$ cat config.mk
export PLATFORM = sky130hd
export DESIGN_NAME = minifloat_register_alu_core_flat
export DESIGN_NICKNAME = d
export VERILOG_FILES = /design/src/hdl/mralu_pkg.sv /design/src/hdl/mralu_req_if.sv /design/src/hdl/mralu_rsp_if.sv /design/src/hdl/mralu_ram.sv /design/src/hdl/mralu_fadd.sv /design/src/hdl/minifloat_register_alu_core.sv /design/src/flat_wrapper.sv
export VERILOG_INCLUDE_DIRS = /design/src /design/src/hdl
export SDC_FILE = /design/constraint.sdc
export NUM_CORES = 1
export LEC_CHECK = 0
export BUFFER_PORTS_ARGS = -buffer_cell sky130_fd_sc_hd__clkbuf_2
export CORE_UTILIZATION = 35
export CTS_CLUSTER_DIAMETER = 60
export CTS_CLUSTER_SIZE = 40
export DETAILED_ROUTE_END_ITERATION = 10
export GPL_TIMING_DRIVEN = 0
export PLACE_DENSITY_LB_ADDON = 0.08
export SYNTH_ARGS = -nofsm -noshare
export SYNTH_HDL_FRONTEND = slang
export SYNTH_SLANG_ARGS = --single-unit
$ cat constraint.sdc
create_clock -name clk -period 8.4 [get_ports clk]
set_input_delay 1.68 -clock clk [delete_from_list [all_inputs] [get_ports clk]]
set_output_delay 1.68 -clock clk [all_outputs]
set_load 0.02 [all_outputs]
$ cat src/hdl/minifloat_register_alu_core_macros.svh
// assertion macros shared by the minifloat register alu rtl
// expects signals clk and rst in the scope where a macro is used
`ifndef MINIFLOAT_REGISTER_ALU_CORE_MACROS_SVH
`define MINIFLOAT_REGISTER_ALU_CORE_MACROS_SVH

// consequent checked in the same cycle as the antecedent
`define MRALU_ASSERT_NOW(lbl, ante, cons, msg) \
  lbl: assert property (@(posedge clk) disable iff (rst) (ante) |-> (cons)) \
    else $error(msg);

// consequent checked in the cycle after the antecedent
`define MRALU_ASSERT_NEXT(lbl, ante, cons, msg) \
  lbl: assert property (@(posedge clk) disable iff (rst) (ante) |=> (cons)) \
    else $error(msg);

`endif

$ cat src/hdl/mralu_pkg.sv
// types, constants and helper functions of the minifloat register alu
// no dependencies
package mralu_pkg;

  // register file geometry
  localparam int REG_COUNT = 16;
  localparam int IDX_W     = $clog2(REG_COUNT);
  localparam int DATA_W    = 8;

  // saturated minifloat magnitude
  localparam logic [6:0] SAT_MAG = 7'h7F;

  typedef enum logic [1:0] {
    OP_WRITE     = 2'd0,
    OP_INT_ADD   = 2'd1,
    OP_FLOAT_ADD = 2'd2,
    OP_READ      = 2'd3
  } opcode_t;

  // minifloat adder result
  typedef struct packed {
    logic [DATA_W-1:0] value;
    logic              overflow;
  } fadd_res_t;

  // reduce a 4-bit raw index modulo the register count
  function automatic logic [IDX_W-1:0] reg_index(input logic [3:0] raw);
    logic [4:0] v;
    v = {1'b0, raw};
    for (int i = 0; i < 8; i++) begin
      if ((REG_COUNT < 32) && (v >= 5'(REG_COUNT))) begin
        v = v - 5'(REG_COUNT);
      end
    end
    return IDX_W'(v);
  endfunction

endpackage

$ cat src/hdl/mralu_req_if.sv
// request channel: one instruction per beat
// no dependencies
interface mralu_req_if;
  logic       valid;
  logic       ready;
  logic [1:0] opcode;
  logic [3:0] source_a_index;
  logic [3:0] source_b_index;
  logic [3:0] dest_index;
  logic [7:0] write_value;

  modport source (
    output valid, opcode, source_a_index, source_b_index, dest_index, write_value,
    input  ready
  );
  modport sink (
    input  valid, opcode, source_a_index, source_b_index, dest_index, write_value,
    output ready
  );
endinterface

$ cat src/hdl/mralu_rsp_if.sv
// response channel: one register update per beat
// no dependencies
interface mralu_rsp_if;
  logic       valid;
  logic       ready;
  logic [3:0] written_index;
  logic [7:0] written_value;
  logic       float_overflow;

  modport source (
    output valid, written_index, written_value, float_overflow,
    input  ready
  );
  modport sink (
    input  valid, written_index, written_value, float_overflow,
    output ready
  );
endinterface

$ cat src/hdl/mralu_ram.sv
// generic ram: one write port, two read ports with registered read data
// no dependencies
module mralu_ram #(
  parameter int WIDTH = 8,
  parameter int DEPTH = 16
) (
  input  logic                     clk,
  input  logic                     we,
  input  logic [$clog2(DEPTH)-1:0] waddr,
  input  logic [WIDTH-1:0]         wdata,
  input  logic                     re,
  input  logic [$clog2(DEPTH)-1:0] raddr_a,
  input  logic [$clog2(DEPTH)-1:0] raddr_b,
  output logic [WIDTH-1:0]         rdata_a,
  output logic [WIDTH-1:0]         rdata_b
);

  logic [WIDTH-1:0] mem [DEPTH];

  // write port
  always_ff @(posedge clk) begin
    if (we) begin
      mem[waddr] <= wdata;
    end
  end

  // read ports, old data on a same-edge write
  always_ff @(posedge clk) begin
    if (re) begin
      rdata_a <= mem[raddr_a];
      rdata_b <= mem[raddr_b];
    end
  end

endmodule

$ cat src/hdl/mralu_fadd.sv
// minifloat adder: exact fixed-point sum, truncating normalize, saturation
// depends on mralu_pkg
module mralu_fadd import mralu_pkg::*; (
  input  logic [DATA_W-1:0] a,
  input  logic [DATA_W-1:0] b,
  output fadd_res_t         res
);

  logic [10:0] mag_a;
  logic [10:0] mag_b;
  logic [11:0] mag;
  logic        sign;
  logic [3:0]  top;
  logic [2:0]  exp_out;
  logic [10:0] shifted;

  // operands as 11-bit unsigned fixed point with no fraction bits: mantissa shifted by exponent
  assign mag_a = 11'(a[3:0]) << a[6:4];
  assign mag_b = 11'(b[3:0]) << b[6:4];

  // sign-magnitude sum
  always_comb begin
    if (a[7] == b[7]) begin
      mag  = {1'b0, mag_a} + {1'b0, mag_b};
      sign = a[7];
    end else if (mag_a >= mag_b) begin
      mag  = {1'b0, mag_a - mag_b};
      sign = a[7];
    end else begin
      mag  = {1'b0, mag_b - mag_a};
      sign = b[7];
    end
  end

  // leading one position
  always_comb begin
    top = 4'd0;
    for (int i = 0; i < 11; i++) begin
      if (mag[i]) begin
        top = 4'(i);
      end
    end
  end

  // exponent and truncated mantissa
  assign exp_out = (top > 4'd3) ? 3'(top - 4'd3) : 3'd0;
  assign shifted = mag[10:0] >> exp_out;

  // zero, saturation or normal encode
  always_comb begin
    if (mag == 12'd0) begin
      res.value    = '0;
      res.overflow = 1'b0;
    end else if (mag[11]) begin
      res.value    = {sign, SAT_MAG};
      res.overflow = 1'b1;
    end else begin
      res.value    = {sign, exp_out, shifted[3:0]};
      res.overflow = 1'b0;
    end
  end

endmodule

$ cat src/hdl/minifloat_register_alu_core.sv
// top level of the minifloat register alu: register file, execute stage,
// output register; depends on mralu_pkg, mralu_req_if, mralu_rsp_if,
// mralu_ram, mralu_fadd and the assertion macro header
//
// usage
//   req carries one instruction per beat: write a register, add two
//   registers as bytes, add them as minifloats, or read one back (opcode 3).
//   rsp returns one beat per instruction: the register index written and
//   the byte now held there, plus the minifloat saturation flag.
// pipeline and throughput
//   a result passes through the execute stage and the output register
//   before it is presented on rsp. while rsp takes every beat, one
//   instruction per cycle is sustained; the register file read in the
//   accept cycle and a one-entry write bypass let back-to-back dependent
//   instructions issue without bubbles.
// reset
//   rst clears the pipeline and the per-register valid bits, so every
//   register reads as zero until written; no clearing pass is needed.
// stalls
//   when rsp is not taken the result waits in the output register while
//   one more instruction moves into the execute stage; req.ready then
//   drops until the output register drains.
`include "minifloat_register_alu_core_macros.svh"

module minifloat_register_alu_core import mralu_pkg::*; (
  input  logic       clk,
  input  logic       rst,
  mralu_req_if.sink  req,
  mralu_rsp_if.source rsp
);

  // execute stage
  logic              s1_valid;
  opcode_t           s1_op;
  logic [IDX_W-1:0]  s1_dest;
  logic [DATA_W-1:0] s1_wval;
  logic [IDX_W-1:0]  s1_raddr_a;
  logic [IDX_W-1:0]  s1_raddr_b;
  logic              s1_vld_a;
  logic              s1_vld_b;
  logic              s1_adv;

  // register file support
  logic [REG_COUNT-1:0] valid_bits;
  logic                 byp_valid;
  logic [IDX_W-1:0]     byp_addr;
  logic [DATA_W-1:0]    byp_data;
  logic [DATA_W-1:0]    rdata_a;
  logic [DATA_W-1:0]    rdata_b;

  // output register
  logic              out_valid;
  logic [IDX_W-1:0]  out_index;
  logic [DATA_W-1:0] out_value;
  logic              out_ovf;

  logic              accept;
  opcode_t           req_op;
  logic [IDX_W-1:0]  req_a;
  logic [IDX_W-1:0]  req_b;
  logic [IDX_W-1:0]  req_d;
  logic [IDX_W-1:0]  raddr_a;

  logic [DATA_W-1:0] opnd_a;
  logic [DATA_W-1:0] opnd_b;
  logic [DATA_W-1:0] result;
  logic              result_ovf;
  logic              wr_en;
  fadd_res_t         fres;

  // handshake and index decode
  assign s1_adv    = s1_valid && (!out_valid || rsp.ready);
  assign req.ready = !s1_valid || s1_adv;
  assign accept    = req.valid && req.ready;
  assign req_op    = opcode_t'(req.opcode);
  assign req_a     = reg_index(req.source_a_index);
  assign req_b     = reg_index(req.source_b_index);
  assign req_d     = reg_index(req.dest_index);
  // a read-back uses port a on the destination
  assign raddr_a   = (req_op == OP_READ) ? req_d : req_a;

  mralu_ram #(
    .WIDTH (DATA_W),
    .DEPTH (REG_COUNT)
  ) u_regfile (
    .clk     (clk),
    .we      (wr_en),
    .waddr   (s1_dest),
    .wdata   (result),
    .re      (accept),
    .raddr_a (raddr_a),
    .raddr_b (req_b),
    .rdata_a (rdata_a),
    .rdata_b (rdata_b)
  );

  // execute stage control
  always_ff @(posedge clk) begin
    if (rst) begin
      s1_valid <= 1'b0;
    end else if (req.ready) begin
      s1_valid <= req.valid;
    end
  end

  // execute stage payload, captured with the ram read
  always_ff @(posedge clk) begin
    if (accept) begin
      s1_op      <= req_op;
      s1_dest    <= req_d;
      s1_wval    <= req.write_value;
      s1_raddr_a <= raddr_a;
      s1_raddr_b <= req_b;
      s1_vld_a   <= valid_bits[raddr_a];
      s1_vld_b   <= valid_bits[req_b];
    end
  end

  // operand select: latest write, else ram, else reset value
  always_comb begin
    if (byp_valid && (byp_addr == s1_raddr_a)) begin
      opnd_a = byp_data;
    end else begin
      opnd_a = s1_vld_a ? rdata_a : '0;
    end
    if (byp_valid && (byp_addr == s1_raddr_b)) begin
      opnd_b = byp_data;
    end else begin
      opnd_b = s1_vld_b ? rdata_b : '0;
    end
  end

  mralu_fadd u_fadd (
    .a   (opnd_a),
    .b   (opnd_b),
    .res (fres)
  );

  // result select
  always_comb begin
    result_ovf = 1'b0;
    unique case (s1_op)
      OP_WRITE:     result = s1_wval;
      OP_INT_ADD:   result = opnd_a + opnd_b;
      OP_FLOAT_ADD: begin
        result     = fres.value;
        result_ovf = fres.overflow;
      end
      OP_READ:      result = opnd_a;
      default:      result = opnd_a;
    endcase
  end

  assign wr_en = s1_adv && (s1_op != OP_READ);

  // valid bits and write bypass
  always_ff @(posedge clk) begin
    if (rst) begin
      valid_bits <= '0;
      byp_valid  <= 1'b0;
    end else if (wr_en) begin
      valid_bits[s1_dest] <= 1'b1;
      byp_valid           <= 1'b1;
    end
  end

  always_ff @(posedge clk) begin
    if (wr_en) begin
      byp_addr <= s1_dest;
      byp_data <= result;
    end
  end

  // output register
  always_ff @(posedge clk) begin
    if (rst) begin
      out_valid <= 1'b0;
    end else if (s1_adv) begin
      out_valid <= 1'b1;
    end else if (rsp.ready) begin
      out_valid <= 1'b0;
    end
  end

  always_ff @(posedge clk) begin
    if (s1_adv) begin
      out_index <= s1_dest;
      out_value <= result;
      out_ovf   <= result_ovf;
    end
  end

  assign rsp.valid          = out_valid;
  assign rsp.written_index  = 4'(out_index);
  assign rsp.written_value  = out_value;
  assign rsp.float_overflow = out_ovf;

  // checks
  `MRALU_ASSERT_NEXT(a_accept_fills_stage, accept, s1_valid,
    "accepted beat did not reach the execute stage")
  `MRALU_ASSERT_NEXT(a_bypass_tracks_write, wr_en,
    byp_valid && (byp_addr == $past(s1_dest)) && (byp_data == $past(result)),
    "write bypass does not hold the last register write")
  `MRALU_ASSERT_NEXT(a_write_sets_valid, wr_en, valid_bits[$past(s1_dest)],
    "written register not marked valid")
  `MRALU_ASSERT_NOW(a_overflow_saturates, out_valid && out_ovf,
    out_value[6:0] == SAT_MAG,
    "overflow flag without saturated magnitude")

endmodule

$ cat src/flat_wrapper.sv
// flat-port wrapper written by rule: the top's interface ports become plain ports
module minifloat_register_alu_core_flat import mralu_pkg::*;
  (clk, rst, req_valid, req_opcode, req_source_a_index, req_source_b_index, req_dest_index, req_write_value, req_ready, rsp_valid, rsp_written_index, rsp_written_value, rsp_float_overflow, rsp_ready);
  mralu_req_if req_i ();
  mralu_rsp_if rsp_i ();
  input  logic clk;
  input  logic rst;
  input wire logic [$bits(req_i.valid)-1:0] req_valid;
  input wire logic [$bits(req_i.opcode)-1:0] req_opcode;
  input wire logic [$bits(req_i.source_a_index)-1:0] req_source_a_index;
  input wire logic [$bits(req_i.source_b_index)-1:0] req_source_b_index;
  input wire logic [$bits(req_i.dest_index)-1:0] req_dest_index;
  input wire logic [$bits(req_i.write_value)-1:0] req_write_value;
  output wire logic [$bits(req_i.ready)-1:0] req_ready;
  output wire logic [$bits(rsp_i.valid)-1:0] rsp_valid;
  output wire logic [$bits(rsp_i.written_index)-1:0] rsp_written_index;
  output wire logic [$bits(rsp_i.written_value)-1:0] rsp_written_value;
  output wire logic [$bits(rsp_i.float_overflow)-1:0] rsp_float_overflow;
  input wire logic [$bits(rsp_i.ready)-1:0] rsp_ready;
  assign req_i.valid = req_valid;
  assign req_i.opcode = req_opcode;
  assign req_i.source_a_index = req_source_a_index;
  assign req_i.source_b_index = req_source_b_index;
  assign req_i.dest_index = req_dest_index;
  assign req_i.write_value = req_write_value;
  assign req_ready = req_i.ready;
  assign rsp_valid = rsp_i.valid;
  assign rsp_written_index = rsp_i.written_index;
  assign rsp_written_value = rsp_i.written_value;
  assign rsp_float_overflow = rsp_i.float_overflow;
  assign rsp_i.ready = rsp_ready;
  minifloat_register_alu_core u_core (.clk(clk), .rst(rst), .req(req_i), .rsp(rsp_i));
endmodule
==> results by group <==
Run status
  – Status: complete, no violations

Drt
  – Routed len/inst: 23.2 um
  – DRC errors left: 0
  – Initial DRC count: 759
  – Antenna-violating nets left: 0
  – WL final: 37.6 mm
  – Vias/cell: 5.57
  – Routed via count: 9,020
  – Initial DRT Pass Iterations: 5

Critical path
  – Worst-path fanout max: 18
  – Startpoint types: flop
  – WS Path Type: reg -> reg
  – Worst r2r src: u_core.byp_addr[0]
  – Worst endpoint data arrival time: 7970 ps
  – Crit-path max cell delay: 540 ps
  – CP endpoint: u_core.u_regfile.mem[6][1]
  – CP endpoint kind: flop
  – Crit path from: u_core.byp_addr[0]
  – Crit-path slowest cell: or4_4
  – Flop2flop setup slack: 590 ps
  – Critical Path RT: 8560 ps
  – R2R depth: 29
  – End of the worst register-to-register path: u_core.u_regfile.mem[6][1]
  – Most common cell on crit path: mux2i_1

Final layout
  – Nets: 1,228
  – Inserted Diodes: 0
  – Post-layout util: 40.7%
  – Post-Layout Cell Count: 1,619
  – Synth-to-layout area growth: 12.9%
  – Layout cells sized above 1: 15.5%
  – Fillers: 3,321

STA
  – Final Skew: 40.7 ps
  – Final Max Tran Viols: 0
  – Fin. Hold Viols: 0
  – Final WS setup: 592 ps
  – RSZ-0062 raised after global routing: false
  – Max_slew headroom: 17.5%
  – Tcrit/Tclk final: 93.0%
  – Worst Max-Slew Pin Slew: 1200 ps
  – Fmax: 0.128 GHz
  – Setup TNS: 0 ps
  – Final hold slack: 502 ps
  – Min Clock Period, post-route: 7810 ps
  – # setup viols final: 0

Yosys
  – Top-count cell post-synth: nand2_1
  – EDFF count, synth: 193
  – Asr flop ratio synth: 0%
  – Synthesized net count: 1,163
  – Yosys warns: 0
  – Yosys reg bits: 212
  – Post-synthesis sequential area ratio: 50.7%
  – Avg Cell Area, Syn: 11.1 um2
  – Synth area leaders: edfxtp_1 (48%), mux4_2 (8.5%), nand2_1 (6.2%)
  – Synth unique cells: 90
  – Synth top area share: 47.5%
  – Synth Cell Area: 12,200 um2
  – Synth cell count leaders: nand2_1 (202), edfxtp_1 (193), nor2_1 (89), a21oi_1 (50), inv_1 (50)
  – Post-Syn Instances: 1,094
  – Largest area contributor in the netlist: edfxtp_1
  – Ys flop type: edfxtp_1

Floorplan
  – Core ar.: 33,900 um2
  – Row count: 67
  – Die Area: 35,600 um2
  – Starting density of the core: 36.0%
  – Vert. Die Dim: 189 um
  – Die Width: 189 um
  – Boundary pin count: 41

Clocking
  – Post-CTS Setup Repair Bufs: 0
  – TritonCTS clock tree: built
  – Skew-Pair Late Insertion Delay: 520 ps
  – Longest Clk Path Bufs: 3
  – Post-CTS Hold Fix Bufs: 0
  – Clock Pin Slew Worst Setup and Hold Paths: 90 ps
  – TritonCTS buffer count: 18
  – Max H-tree Level: 1
  – CTS Root Cell: clkbuf_16
  – CTS sink count: 212
  – Post-cts sizing count: 0

Power
  – Pwr per Cell Area: 247 nW/um2
  – Lkg Pwr: 5.09 nW
  – VDD IR max: 0.171 mV

Worst hold path
  – Hold path depth: 2
  – Hold Path Class: reg -> reg
  – Hold_sp: u_core.valid_bits[12]

Place
  – I/O Buffers: 39
  – Placed cells: 1,587
  – HPWL after DPL: 27.8 mm
  – Global placement routability congestion: 0.834
  – Dpl ws: 245 ps

GRT
  – Grt ovf: 0
  – Initial antenna violation count: 0
  – Vias in the first global route: 8,710
  – First-pass GRT wire length: 56.6 mm
  – Largest net degree at the start of global routing: 31
  – Overall Global Routing Usage: 21.3%

Run
  – Max-cap violations: 0
[through the flow]
stage	power, mW	cell area [um2]
after floorplan	2.08	12200
after global placement	2.44	12900
after detailed placement	2.49	13100
after global routing	3.55	13800
after CTS	3.41	13700
final	3.40	13800
[metal layers]
metal,track usage [%],wire [um],vias up
li1,-,-,4185
met1,30.8,17200,4530
met2,34.7,17800,267
met3,2.33,2160,38
met4,3.54,506,0
met5,0,0,-
[cells in the final DEF, fill, tap and decap left out, types with 5 or more instances in the layout]
master,Yosys,final
a211oi_1,6,6
a311oi_1,27,27
clkbuf_1,44,44
and3_1,21,21
a31oi_1,10,10
mux2i_1,29,29
clkbuf_2,0,40
o31ai_1,6,5
nand2_1,202,202
mux4_2,46,46
xor2_1,8,8
o21bai_1,7,7
nand4_1,5,5
a21oi_1,50,49
o21ai_0,22,22
ha_1,39,39
nor3_2,0,5
buf_1,6,6
nand3_1,42,42
nor2b_1,10,10
nand2b_1,10,10
o21a_1,9,9
nor2_1,89,88
inv_8,0,5
buf_2,6,6
edfxtp_1,193,193
o22ai_1,10,10
clkbuf_16,0,18
dfxtp_1,19,19
inv_1,50,50
xnor2_1,10,9
nor3_1,14,9
[critical path, delay by kind of cell (launching register included)]
kind	cells	cell delay (ps)
xor gates and xnor gates	1	180
buffers and inverters	4	1000
AOI/OAI and AO/OA	12	3300
and+or+nand+nor	7	1500
DFF	1	380
muxes	3	390
adders and majority gates	2	700
[cell type report]
cell class	count	area [um2]	share of cell area (%)
timing repair buffer	45	287	2.08
clock inverter	13	195	1.42
tap	448	561	4.07
inverter	54	203	1.47
clock buffer	19	454	3.30
sequential	212	6180	44.9
buffer	61	264	1.92
multi-input combinational	767	5630	40.9
[flip-flops by register name, summed over array words and instances (netlist names)]
register,count
u_core.byp_addr,4
u_core.byp_data,8
u_core.byp_valid,1
u_core.rsp.float_overflow,1
u_core.rsp.valid,1
u_core.rsp.written_index,4
u_core.rsp.written_value,8
u_core.s1_dest,4
u_core.s1_op,2
u_core.s1_raddr_a,4
u_core.s1_raddr_b,4
u_core.s1_valid,1
u_core.s1_vld_a,1
u_core.s1_vld_b,1
u_core.s1_wval,8
u_core.u_regfile.mem,128
u_core.u_regfile.rdata_a,8
u_core.u_regfile.rdata_b,8
u_core.valid_bits,16
[worst min-delay path by stage]
stage | to | slack [ps]
final | u_core.valid_bits[12] | 500
after global placement | u_core.valid_bits[6] | 470
after CTS | u_core.valid_bits[2] | 500
after floorplan | u_core.valid_bits[10] | 460
after global routing | u_core.valid_bits[2] | 520
after detailed placement | u_core.valid_bits[2] | 480
[where the power goes]
part           total [mW]  internal (mW)  switching (mW)
clock network       0.927          0.483           0.444
registers            1.30           1.28          0.0170
logic                1.17          0.424           0.744
total                3.40           2.19            1.21
[cell families (layout without fill, tap and decap cells)]
logic type | after synthesis | count (layout) | share of synthesized area, %
buf+inv | 115 | 192 | 3.82
xor+xnor | 22 | 22 | 1.92
fa+ha+maj | 45 | 45 | 4.82
flops | 212 | 212 | 50.7
simple gates | 421 | 421 | 15.5
compound gates | 196 | 196 | 11.5
mux | 83 | 83 | 11.8
Note: power is estimated with default switching activity, not from simulation.
